===== config.mk =====
export PLATFORM = sky130hd
export DESIGN_NAME = branch_condition_unit_core
export DESIGN_NICKNAME = d
export VERILOG_FILES = /design/src/rtl/core/bcu_pkg.sv /design/src/rtl/core/bcu_cmp.sv /design/src/rtl/core/bcu_branch.sv /design/src/rtl/core/branch_condition_unit_core.sv
export SDC_FILE = /design/constraint.sdc
export NUM_CORES = 1
export LEC_CHECK = 0
export BUFFER_PORTS_ARGS = -buffer_cell sky130_fd_sc_hd__buf_4
export CAP_MARGIN = 15
export CORE_MARGIN = 1
export CORE_UTILIZATION = 30
export DETAILED_ROUTE_END_ITERATION = 16
export PLACE_DENSITY = 0.53
export RECOVER_POWER = 100
export SLEW_MARGIN = 10
export SYNTH_ARGS = -nofsm -noshare
export SYNTH_HDL_FRONTEND = slang
export SYNTH_HIERARCHICAL = 1
export SYNTH_SLANG_ARGS = --single-unit

===== constraint.sdc =====
create_clock -name clk -period 13.6 [get_ports clk]
set_clock_uncertainty 0.05 [all_clocks]
set_input_delay 2.04 -clock clk [delete_from_list [all_inputs] [get_ports clk]]
set_output_delay 2.04 -clock clk [all_outputs]
set_load 0.05 [all_outputs]

===== src/rtl/core/bcu_pkg.sv =====
// Shared types and constants for the branch and condition-register unit.
// No dependencies.
package bcu_pkg;

    typedef enum logic [2:0] {
        REQ_BRANCH   = 3'd0,
        REQ_CMP_S    = 3'd1,
        REQ_CMP_U    = 3'd2,
        REQ_CMP_F    = 3'd3,
        REQ_REC_CR0  = 3'd4,
        REQ_LOAD_CTR = 3'd5
    } req_type_e;

    // CR field nibble codes
    localparam logic [3:0] CMP_LT = 4'h8;
    localparam logic [3:0] CMP_GT = 4'h4;
    localparam logic [3:0] CMP_EQ = 4'h2;
    localparam logic [3:0] CMP_UN = 4'h1;

    localparam logic [31:0] SIGN32 = 32'h8000_0000;
    localparam logic [31:0] PC_STEP = 32'd4;

    // BO bit positions (bit 4 is BO0)
    localparam int unsigned BO0 = 4;
    localparam int unsigned BO1 = 3;
    localparam int unsigned BO2 = 2;
    localparam int unsigned BO3 = 1;

    typedef struct packed {
        logic [2:0]  req_type;
        logic [4:0]  branch_options;
        logic [4:0]  cond_bit;
        logic [31:0] target;
        logic        absolute;
        logic        link;
        logic [31:0] current_pc;
        logic [63:0] operand_a;
        logic [63:0] operand_b;
        logic [2:0]  cr_field;
        logic        summary_overflow;
    } req_t;

    typedef struct packed {
        logic        taken;
        logic [31:0] next_pc;
        logic [31:0] ctr;
    } br_res_t;

    typedef struct packed {
        logic [31:0] next_pc;
        logic        taken;
        logic [31:0] cr_value;
        logic [31:0] ctr_value;
        logic [31:0] lr_value;
    } result_t;

endpackage


===== src/rtl/core/bcu_cmp.sv =====
// Compare unit: integer (signed/unsigned), record-CR0 and IEEE double
// compares, giving one CR field nibble. Depends on bcu_pkg.
module bcu_cmp
    import bcu_pkg::*;
(
    input  req_type_e   op,
    input  logic [63:0] operand_a,
    input  logic [63:0] operand_b,
    input  logic        summary_overflow,
    output logic [3:0]  nibble
);

    logic        int_signed;
    logic [31:0] int_x;
    logic [31:0] int_y;
    logic [3:0]  int_nibble;
    logic        nan_a;
    logic        nan_b;
    logic        both_zero;
    logic [63:0] key_a;
    logic [63:0] key_b;
    logic [3:0]  flt_nibble;

    // Signed compare becomes unsigned once the sign bits are flipped
    assign int_signed = (op == REQ_CMP_S) || (op == REQ_REC_CR0);
    assign int_x = operand_a[31:0] ^ (int_signed ? SIGN32 : 32'd0);
    assign int_y = ((op == REQ_REC_CR0) ? 32'd0 : operand_b[31:0])
                   ^ (int_signed ? SIGN32 : 32'd0);

    always_comb
    begin
        if (int_x < int_y)
            int_nibble = CMP_LT | {3'b000, summary_overflow};
        else if (int_x > int_y)
            int_nibble = CMP_GT | {3'b000, summary_overflow};
        else
            int_nibble = CMP_EQ | {3'b000, summary_overflow};
    end

    assign nan_a = (&operand_a[62:52]) && (|operand_a[51:0]);
    assign nan_b = (&operand_b[62:52]) && (|operand_b[51:0]);
    assign both_zero = ~|{operand_a[62:0], operand_b[62:0]};
    // Monotonic keys: negative values inverted, positive get the top bit set
    assign key_a = operand_a[63] ? ~operand_a : (operand_a | {1'b1, 63'd0});
    assign key_b = operand_b[63] ? ~operand_b : (operand_b | {1'b1, 63'd0});

    always_comb
    begin
        priority if (nan_a || nan_b)
            flt_nibble = CMP_UN;
        else if (both_zero)
            flt_nibble = CMP_EQ;
        else if (key_a < key_b)
            flt_nibble = CMP_LT;
        else if (key_a > key_b)
            flt_nibble = CMP_GT;
        else
            flt_nibble = CMP_EQ;
    end

    assign nibble = (op == REQ_CMP_F) ? flt_nibble : int_nibble;

endmodule


===== src/rtl/core/bcu_branch.sv =====
// Conditional branch evaluation: BO decode, CTR decrement and test,
// CR bit test and target select. Depends on bcu_pkg.
module bcu_branch
    import bcu_pkg::*;
(
    input  logic [4:0]  branch_options,
    input  logic [4:0]  cond_bit,
    input  logic [31:0] target,
    input  logic        absolute,
    input  logic [31:0] current_pc,
    input  logic [31:0] cr,
    input  logic [31:0] ctr,
    output br_res_t     res
);

    logic [31:0] ctr_new;
    logic        ctr_ok;
    logic        cond_ok;
    logic        cr_bit;

    assign ctr_new = branch_options[BO2] ? ctr : (ctr - 32'd1);
    assign ctr_ok  = branch_options[BO2] || ((ctr_new != 32'd0) ^ branch_options[BO3]);
    // CR bit 0 is the MSB, so bit n sits at vector index 31 - n
    assign cr_bit  = cr[~cond_bit];
    assign cond_ok = branch_options[BO0] || (cr_bit == branch_options[BO1]);

    always_comb
    begin
        res.ctr   = ctr_new;
        res.taken = ctr_ok && cond_ok;
        if (res.taken)
            res.next_pc = absolute ? target : (target + current_pc);
        else
            res.next_pc = current_pc + PC_STEP;
    end

endmodule


===== src/rtl/core/branch_condition_unit_core.sv =====
// Top level of the branch and condition-register unit.
// Depends on bcu_pkg, bcu_cmp and bcu_branch.
//
// PowerPC-style branch and condition-register unit holding CR, CTR and LR
// (all zero after reset). It takes one item per clock while the output is
// not stalled and returns exactly one result item per input item, in order.
// An accepted item waits in the input register, where the compare unit and
// the branch unit evaluate it against the current CR/CTR/LR; the CR, CTR
// and LR registers and the result register are written together when
// the item advances, so the following item already sees the updated state.
// Throughput is one item per cycle while out_ready stays high, set by that
// single evaluate stage; a stalled output holds the result register and
// the input register takes one more item before in_ready drops.
// Request codes 6 and 7 change no state and return current_pc + 4.
module branch_condition_unit_core
    import bcu_pkg::*;
(
    input  logic        clk,
    input  logic        rst_n,
    input  logic        in_valid,
    output logic        in_ready,
    input  logic [2:0]  req_type,
    input  logic [4:0]  branch_options,
    input  logic [4:0]  cond_bit,
    input  logic [31:0] target,
    input  logic        absolute,
    input  logic        link,
    input  logic [31:0] current_pc,
    input  logic [63:0] operand_a,
    input  logic [63:0] operand_b,
    input  logic [2:0]  cr_field,
    input  logic        summary_overflow,
    output logic        out_valid,
    input  logic        out_ready,
    output logic [31:0] next_pc,
    output logic        taken,
    output logic [31:0] cr_value,
    output logic [31:0] ctr_value,
    output logic [31:0] lr_value
);

    // Input register (stage 1)
    req_t        req_reg;
    logic        s1_valid_reg;
    logic        s1_valid_next;
    // Result register (stage 2)
    result_t     res_reg;
    result_t     res_next;
    logic        s2_valid_reg;
    logic        s2_valid_next;
    // Architectural state
    logic [31:0] cr_reg;
    logic [31:0] cr_next;
    logic [31:0] ctr_reg;
    logic [31:0] ctr_next;
    logic [31:0] lr_reg;
    logic [31:0] lr_next;

    logic        in_fire;
    logic        s1_advance;
    req_type_e   op;
    logic [3:0]  cmp_nibble;
    logic [2:0]  dest_field;
    br_res_t     br_res;

    // Handshake: stage 1 moves on whenever stage 2 is empty or being drained
    assign s1_advance = s1_valid_reg && (!s2_valid_reg || out_ready);
    assign in_ready   = !s1_valid_reg || s1_advance;
    assign in_fire    = in_valid && in_ready;

    assign s1_valid_next = in_fire || (s1_valid_reg && !s1_advance);
    assign s2_valid_next = s1_advance || (s2_valid_reg && !out_ready);

    assign op = req_type_e'(req_reg.req_type);

    bcu_cmp u_cmp (
        .op               (op),
        .operand_a        (req_reg.operand_a),
        .operand_b        (req_reg.operand_b),
        .summary_overflow (req_reg.summary_overflow),
        .nibble           (cmp_nibble)
    );

    bcu_branch u_branch (
        .branch_options (req_reg.branch_options),
        .cond_bit       (req_reg.cond_bit),
        .target         (req_reg.target),
        .absolute       (req_reg.absolute),
        .current_pc     (req_reg.current_pc),
        .cr             (cr_reg),
        .ctr            (ctr_reg),
        .res            (br_res)
    );

    // Record CR0 always targets field 0
    assign dest_field = (op == REQ_REC_CR0) ? 3'd0 : req_reg.cr_field;

    // State update for the item in stage 1
    always_comb
    begin
        cr_next  = cr_reg;
        ctr_next = ctr_reg;
        lr_next  = lr_reg;
        res_next.next_pc = req_reg.current_pc + PC_STEP;
        res_next.taken   = 1'b0;
        unique case (op)
            REQ_BRANCH:
            begin
                ctr_next         = br_res.ctr;
                res_next.next_pc = br_res.next_pc;
                res_next.taken   = br_res.taken;
                if (req_reg.link)
                    lr_next = req_reg.current_pc + PC_STEP;
            end
            REQ_CMP_S, REQ_CMP_U, REQ_CMP_F, REQ_REC_CR0:
            begin
                // Field 0 is the most significant nibble
                for (int i = 0; i < 8; i++)
                begin
                    if (dest_field == 3'(i))
                        cr_next[31 - 4*i -: 4] = cmp_nibble;
                end
            end
            REQ_LOAD_CTR:
                ctr_next = req_reg.operand_a[31:0];
            default:
                ;
        endcase
        res_next.cr_value  = cr_next;
        res_next.ctr_value = ctr_next;
        res_next.lr_value  = lr_next;
    end

    // Control and architectural state
    always_ff @(posedge clk or negedge rst_n)
    begin
        if (!rst_n)
        begin
            s1_valid_reg <= 1'b0;
            s2_valid_reg <= 1'b0;
            cr_reg       <= 32'd0;
            ctr_reg      <= 32'd0;
            lr_reg       <= 32'd0;
        end
        else
        begin
            s1_valid_reg <= s1_valid_next;
            s2_valid_reg <= s2_valid_next;
            if (s1_advance)
            begin
                cr_reg  <= cr_next;
                ctr_reg <= ctr_next;
                lr_reg  <= lr_next;
            end
        end
    end

    // Payload registers
    always_ff @(posedge clk)
    begin
        if (in_fire)
        begin
            req_reg.req_type         <= req_type;
            req_reg.branch_options   <= branch_options;
            req_reg.cond_bit         <= cond_bit;
            req_reg.target           <= target;
            req_reg.absolute         <= absolute;
            req_reg.link             <= link;
            req_reg.current_pc       <= current_pc;
            req_reg.operand_a        <= operand_a;
            req_reg.operand_b        <= operand_b;
            req_reg.cr_field         <= cr_field;
            req_reg.summary_overflow <= summary_overflow;
        end
        if (s1_advance)
            res_reg <= res_next;
    end

    assign out_valid = s2_valid_reg;
    assign next_pc   = res_reg.next_pc;
    assign taken     = res_reg.taken;
    assign cr_value  = res_reg.cr_value;
    assign ctr_value = res_reg.ctr_value;
    assign lr_value  = res_reg.lr_value;

endmodule


==> flow_metrics.py, run 1 <==
metrics = {
    "clock_tree": {
        "cts_resized": 0,
        "htreeDepth": 2,
        "clk_latency_ps": 620,
        "root_buffer": "clkbuf_16",
        "clock-sinks": 437,
        "cts_buffers": 51,
        "cts_tree": "built",
        "clk_pin_slew_ps": 60,
        "cts_setup_buffers": 0,
        "clock_path_buffers": 3,
        "ctsHoldBuffers": 0,
    },
    "placed_design": {
        "gp_congestion": 0.868,
        "io_buffers": 344,
        "dpl.hpwl_microns": 51100,
        "placedCellCount": 3361,
    },
    "detailed_routing": {
        "drt-wirelength-per-cell_microns": 20.2,
        "dr.pass1.iters": 5,
        "drt_first_iter_violations": 1164,
        "drc_errors": 0,
        "postRouteAntennaNets": 0,
        "vias": 17429,
        "finalWirelength_microns": 70100,
        "routed_via_density": 5.03,
    },
    "job": {
        "cap_violations": 13,
    },
    "power": {
        "leakage_nw": 11.1,
        "power-per-cell-area_mw_per_mm2": 154,
        "vdd_drop_max_mv": 0.114,
    },
    "layout": {
        "finalNetCount": 2711,
        "synthToLayoutAreaGrowth_pct": 19.5,
        "final_util_pct": 36.3,
        "drive_above_1_share_pct": 16.7,
        "largest_reg_flops": 207,
        "stdcell_count": 3463,
    },
    "die": {
        "die_w_microns": 285,
        "die_h_microns": 285,
        "rows": 103,
        "die_area_sq_mm": 0.0814,
        "start_util_pct": 30.4,
        "io-pin-count": 346,
        "core-area_sq_mm": 0.0793,
    },
    "run_status": {
        "violations": "capacitance limit, slew limit",
        "status": "finished, violations left",
    },
    "timing": {
        "setup_viol": 0,
        "rsz0062_at_grt": "no",
        "worstMarginPinSlew_ps": 4610,
        "drv_slew": 718,
        "slew_headroom_pct": -207,
        "tns_ps": 0,
        "fin_crit_sh_pct": 61.2,
        "max_freq_mhz": 120,
        "min_period_ps": 8330,
        "hold_violations": 0,
    },
    "global_route": {
        "antenna_found_initial": 11,
        "grt_pass1_vias": 17579,
        "overflow": 0,
        "grt_usage_pct": 16.8,
        "grt_pass1_wl_microns": 106000,
        "grt_start_max_net_pins": 75,
    },
    "yosys": {
        "synthesis.nets": 2381,
        "synth_area_per_cell_sq_um": 11.8,
        "synthCells": 2035,
        "yosys_warnings": 6,
        "syn_area_sq_mm": 0.0241,
    },
    "hold_path": {
        "hp-class": "reg -> reg",
        "holdPathStages": 2,
        "worst_hold_path.endpoint": "lr_reg[2]",
        "min_from": "lr_reg[2]",
    },
    "critical_path": {
        "r2r_start": "req_reg[67]",
        "startpoint_type": "input port",
        "critPathKind": "in -> reg",
        "end_kind": "flip-flop",
        "critPathMaxFanout": 74,
        "worstPathRequired_ps": 13680,
        "rrSetupSlack_ps": 6370,
        "critPathArrivalTime_ps": 8400,
        "reg2reg_depth": 12,
        "worst_r2r_endpoint": "cr_reg[30]",
    },
}
[report_power, final]
part	leakage, nW	internal, mW	switching (mW)
clock network	0.838	0.841	0.585
registers	4.53	1.70	0.201
logic	5.76	0.428	0.689
total	11.1	2.97	1.47
[per-layer routing]
| layer | global-route usage [%] | vias up | wire, microns |
|---|---|---|---|
| met2 | 29.2 | 466 | 34500 |
| met3 | 3.06 | 117 | 4030 |
| met1 | 21.2 | 8530 | 29600 |
| met4 | 4.96 | 14 | 1870 |
| li1 | - | 8302 | - |
| met5 | 0 | - | 93 |
[layout by cell type, fill, tap and decap left out, types with 56 or more instances in the layout]
| cell type | count |
|---|---|
| nand2_1 | 200 |
| mux2_2 | 98 |
| dfrtp_1 | 98 |
| o21ai_0 | 96 |
| clkbuf_4 | 171 |
| nand3_1 | 56 |
| edfxtp_1 | 339 |
| xor2_1 | 116 |
| ha_1 | 130 |
| xnor2_1 | 111 |
| nor2_1 | 105 |
| a21oi_1 | 101 |
| clkbuf_1 | 194 |
[stage by stage]
step | hold slack, ps | setup slack [ps] | total power, mW | cell area [sq um]
after floorplan | 399 | 5610 | 2.74 | 24100
after global placement | 411 | 8320 | 3.08 | 27800
after detailed placement | 420 | 8210 | 3.10 | 27800
after CTS | 434 | 8190 | 4.56 | 29500
after global routing | 453 | 4610 | 4.67 | 28800
final | 428 | 5270 | 4.44 | 28800
[critical path, cell delays in order]
cell,delay (ps)
clkbuf_4,100
nand3b_1,130
and2_0,500
clkbuf_1,3140
clkbuf_1,2370
[worst max path at each step]
stage                    start      endpoint  depth (start not counted)
floorplan            out_ready         op[0]                          2
global placement    ctr_reg[0]    next_pc[6]                         14
detailed placement  ctr_reg[0]    next_pc[6]                         14
CTS                 ctr_reg[0]    next_pc[6]                         14
global route         out_ready  req_reg[124]                          5
finish               out_ready  req_reg[124]                          5
[final cells by class]
cell class	count	area, sq um
sequential	437	12600
tap	1050	1310
clock buffer	67	1390
inverter	29	109
antenna	5	12.5
fill	7930	50500
timing repair buffer	362	2030
multi-input combinational	1484	10900
clock inverter	29	382
(Power assumes the default switching activity.)
==> run 2, diff against run 1 <==
- clock period: 13.6 -> 8.7 ns (I/O delays scaled with it)
==> flow_metrics.py, run 2 (synthesis gave the netlist of run 1 again) <==
metrics = {
    "run_status": {
        "status": "finished, violations left",
        "violations": "capacitance limit, slew limit",
    },
    "critical_path": {
        "cp_slowest_cell": "clkbuf_2",
        "cp_cell_sequence": "clkbuf_4 > nand3b_1 > and2_0 > clkbuf_2",
        "startpoint_type": "input port",
        "path_buf_inv": 2,
        "cp.depth": 4,
        "worstPathRequired_ps": 8770,
        "critPathMaxFanout": 131,
        "reg2reg_depth": 3,
        "critPathKind": "in -> reg",
        "worst_path_dominant_cell_family": "buffers and inverters",
        "critical-path-max-stage-delay_ps": 2420,
        "end_kind": "flip-flop",
        "critPathArrivalTime_ps": 6440,
    },
    "detailed_routing": {
        "drt-wirelength-per-cell_microns": 20.2,
        "routed_via_density": 5.01,
        "dr.pass1.iters": 7,
        "postRouteAntennaNets": 0,
        "finalWirelength_microns": 69900,
        "drc_errors": 0,
        "vias": 17348,
        "drt_first_iter_violations": 1181,
    },
    "clock_tree": {
        "clock_path_buffers": 3,
        "cts_setup_buffers": 0,
        "cts_tree": "built",
        "clk_latency_ps": 610,
        "root_buffer": "clkbuf_16",
        "clock-sinks": 437,
        "clk_pin_slew_ps": 60,
        "cts_resized": 0,
        "htreeDepth": 2,
        "cts_buffers": 52,
        "ctsHoldBuffers": 0,
    },
    "die": {
        "core-area_sq_mm": 0.0793,
        "die_h_microns": 285,
        "die_w_microns": 285,
        "start_util_pct": 30.4,
        "rows": 103,
        "die_area_sq_mm": 0.0814,
        "io-pin-count": 346,
    },
    "power": {
        "power-per-cell-area_mw_per_mm2": 237,
        "leakage_nw": 11.1,
        "cellInternalPower_mw": 4.51,
        "sw_frac_of_total_pct": 33.5,
        "power_frac_seq_pct": 43.7,
        "total_power_mw": 6.79,
        "p_clk_share_pct": 30.8,
        "p_comb_share_pct": 25.5,
        "power_switching_mw": 2.28,
        "vdd_drop_max_mv": 0.143,
    },
    "hold_path": {
        "holdPathStages": 2,
        "hp-class": "reg -> reg",
    },
    "timing": {
        "fin_crit_sh_pct": 73.3,
        "hold_violations": 0,
        "rsz0062_at_grt": "no",
        "max_freq_mhz": 157,
        "worstMarginPinSlew_ps": 3320,
        "min_period_ps": 6380,
        "hold_slack_ps": 428,
        "setup_viol": 0,
        "drv_slew": 472,
        "slew_headroom_pct": -121,
        "tns_ps": 0,
    },
    "layout": {
        "layout_common_cells": "339 x edfxtp_1, 200 x nand2_1, 190 x clkbuf_1",
        "layout_commonest_cell": "edfxtp_1",
        "largest_reg_flops": 207,
        "synthToLayoutAreaGrowth_pct": 18.9,
        "finalNetCount": 2711,
        "drive_above_1_share_pct": 16.6,
        "final_util_pct": 36.1,
    },
    "global_route": {
        "grt_pass1_wl_microns": 105000,
        "grt_start_max_net_pins": 132,
        "grt_pass1_vias": 17484,
        "antenna_found_initial": 8,
        "overflow": 0,
        "grt_usage_pct": 16.8,
    },
    "placed_design": {
        "gp_congestion": 0.864,
        "io_buffers": 344,
        "dpl.hpwl_microns": 51000,
    },
    "job": {
        "cap_violations": 9,
    },
}
==> run 2: final timing paths <==
path	startpoint	slack (ps)	endpoint
setup / recovery	out_ready	2320	req_reg[74]
hold / removal	lr_reg[2]	430	lr_reg[2]
setup reg to reg	s1_valid_reg	2750	req_reg[74]
hold reg to reg	lr_reg[2]	430	lr_reg[2]
max in group asynchronous	rst_n	2780	lr_reg[11]
min in group asynchronous	rst_n	1740	ctr_reg[25]
==> run 2: power groups by stage <==
stage                     sequential [mW]  combinational [mW]  clock (mW)
after floorplan                      3.23                1.05           0
after global placement               2.99                1.82           0
after detailed placement             3.00                1.85           0
after CTS                            2.97                1.86        2.16
after global routing                 3.02                1.90        2.24
final                                2.97                1.73        2.09
==> run 2: cell type report <==
type / count / area (sq um)
Antenna cell: 3 / 7.51
Clock buffer: 70 / 1410
Clock inverter: 27 / 225
Fill cell: 7876 / 50600
Inverter: 29 / 109
Multi-Input combinational cell: 1484 / 10900
Sequential cell: 437 / 12600
Tap cell: 1050 / 1310
Timing Repair Buffer: 361 / 2050
==> run 2: layer usage <==
layer  global-route usage [%]  part of all wire, %  up-vias
li1                         -                    -     8309
met1                     21.4                   42     8453
met2                     28.4                   49      461
met3                     3.56                  6.0      117
met4                     5.59                  3.1        8
met5                        0                0.082        -
==> run 2: per-stage QoR <==
stage / cells / setup WS (ps) / instance area (sq um)
2_1_floorplan: 2035 / 1450 / 24100
3_3_place_gp: 3360 / 3650 / 27800
3_5_place_dp: 3360 / 3630 / 27800
4_1_cts: 3457 / 3570 / 29400
5_1_grt: 3459 / 1750 / 28600
6_report: 3461 / 2320 / 28600
==> run 2: worst reg2reg max path, delay by kind of cell (launching register included) <==
| kind | cells | cell delay (ps) |
|---|---|---|
| buf+inv | 1 | 2470 |
| flops | 1 | 400 |
| simple gates | 2 | 2260 |
==> run 3, diff against run 2 <==
- clock period: 8.7 -> 6 ns (I/O delays scaled with it)
==> flow_metrics.py, run 3 (synthesis gave the netlist of run 1 again) <==
metrics = {
    "run_status": {
        "status": "finished, violations left",
        "violations": "capacitance limit, slew limit",
    },
    "detailed_routing": {
        "drt_first_iter_violations": 1039,
        "dr.pass1.iters": 5,
        "vias": 17518,
        "postRouteAntennaNets": 0,
        "drc_errors": 0,
        "drt-wirelength-per-cell_microns": 20.4,
        "finalWirelength_microns": 71100,
        "routed_via_density": 5.03,
    },
    "global_route": {
        "grt_use_met3_pct": 3.88,
        "grt_pass1_wl_microns": 107000,
        "grt_start_max_net_pins": 135,
        "grt_use_met2_pct": 29.2,
        "overflow": 0,
        "grtUsageMet1_pct": 21.1,
        "grt_busiest_layer": "met2",
        "grt_pass1_vias": 17884,
        "grt_usage_pct": 17.1,
        "antenna_found_initial": 17,
    },
    "timing": {
        "drv_slew": 547,
        "hold_slack_ps": 428,
        "slew_headroom_pct": -79.9,
        "max_freq_mhz": 193,
        "tns_ps": 0,
        "setup_viol": 0,
        "hold_violations": 0,
        "min_period_ps": 5190,
        "fin_crit_sh_pct": 86.4,
        "rsz0062_at_grt": "no",
        "worstMarginPinSlew_ps": 2700,
    },
    "critical_path": {
        "critPathKind": "reg -> reg",
        "rrSetupSlack_ps": 810,
        "crit_end": "next_pc[6]",
        "critPathMaxFanout": 33,
        "worst_r2r_endpoint": "next_pc[6]",
        "startpoint_type": "flip-flop",
        "r2r_start": "ctr_reg[0]",
        "critPathArrivalTime_ps": 5450,
        "reg2reg_depth": 15,
        "crit_path_start": "ctr_reg[0]",
        "end_kind": "flip-flop",
        "worstPathRequired_ps": 6260,
    },
    "placed_design": {
        "gp_congestion": 0.883,
        "dpl.hpwl_microns": 51800,
        "postPlaceCellArea_sq_mm": 0.0279,
        "io_buffers": 344,
    },
    "clock_tree": {
        "root_buffer": "clkbuf_16",
        "cts_setup_buffers": 0,
        "cts_tree": "built",
        "clock-sinks": 437,
        "htreeDepth": 2,
        "ctsHoldBuffers": 0,
        "cts_resized": 0,
        "cts_buffers": 52,
        "clk_latency_ps": 620,
        "clk_pin_slew_ps": 60,
        "clock_path_buffers": 3,
    },
    "layout": {
        "drive_above_1_share_pct": 17.5,
        "synthToLayoutAreaGrowth_pct": 20.1,
        "largest_reg_flops": 207,
        "layout_common_cells": "339 x edfxtp_1, 200 x nand2_1, 179 x clkbuf_1, 179 x clkbuf_4, 130 x ha_1",
        "layout_commonest_cell": "edfxtp_1",
        "finalNetCount": 2724,
        "final_area_sq_mm": 0.0289,
        "fillers": 7909,
    },
    "power": {
        "leakage_nw": 11.2,
        "power-per-cell-area_mw_per_mm2": 351,
        "total_power_mw": 10.1,
        "vdd_drop_max_mv": 0.208,
    },
    "die": {
        "start_util_pct": 30.4,
        "die_area_sq_mm": 0.0814,
        "die_h_microns": 285,
        "rows": 103,
        "io-pin-count": 346,
        "die_w_microns": 285,
        "core-area_sq_mm": 0.0793,
    },
    "hold_path": {
        "hp-class": "in -> reg",
        "holdPathStages": 1,
    },
    "job": {
        "cap_violations": 11,
    },
}
[run 3: cell count changes in the layout (fill, tap and decap cells not counted), sizes merged]
cell	previous run	this run
inv	31	33
buf	10	19
clkinv	19	22
clkinvlp	4	5
diode	3	8
clkbuf	421	414
bufinv	2	8
[run 3: worst min path at each step]
stage	startpoint	end	slack, ps
4_1_cts	rst_n	ctr_reg[2]	240
6_report	current_pc[11]	req_reg[143]	430
2_1_floorplan	s1_valid_reg	out_valid	400
3_5_place_dp	lr_reg[20]	lr_reg[20]	420
3_3_place_gp	lr_reg[21]	lr_reg[21]	410
5_1_grt	current_pc[11]	req_reg[143]	390
[run 3: area by class of cell]
class / instances / area (sq um) / share of cell area [%]
tap: 1050 / 1310 / 4.54
antenna: 8 / 20.0 / 0.0692
multi-input combinational: 1484 / 10900 / 37.7
timing repair buffer: 374 / 2160 / 7.49
clock buffer: 59 / 1330 / 4.59
inverter: 29 / 109 / 0.376
sequential: 437 / 12600 / 43.7
clock inverter: 39 / 455 / 1.58
[run 3: metal layers]
layer  vias up  share of wire (%)
met1      8578                 42
met3       122                5.6
met5         -               0.13
li1       8351                  -
met2       453                 49
met4        14                2.9
[run 3: worst max-delay path, cell delays in order (launching register included)]
cell and delay, ps:
dfrtp_1 480, inv_1 100, ha_1 260, nor4b_1 410, nor2b_1 570, clkbuf_1 380, and3_1 290, xnor2_1 170
o2111ai_1 180, nor4_1 650, mux2i_1 300, o211a_2 240, buf_12 240, mux2_1 360, nor2_1 120, a21oi_1 60
[run 3: power by group]
part           switching [mW]  internal (mW)
Clock                    1.36           1.95
Sequential              0.463           3.84
Combinational            1.56          0.973
[run 3: stage by stage]
| stage | utilization [%] | worst slack (ps) | cells |
|---|---|---|---|
| final | 36.5 | 813 | 3480 |
| after CTS | 37.4 | 1150 | 3471 |
| after global routing | 36.5 | 485 | 3479 |
| after global placement | 35.2 | 1300 | 3373 |
| after detailed placement | 35.2 | 1200 | 3373 |
| after floorplan | - | 1460 | 2035 |
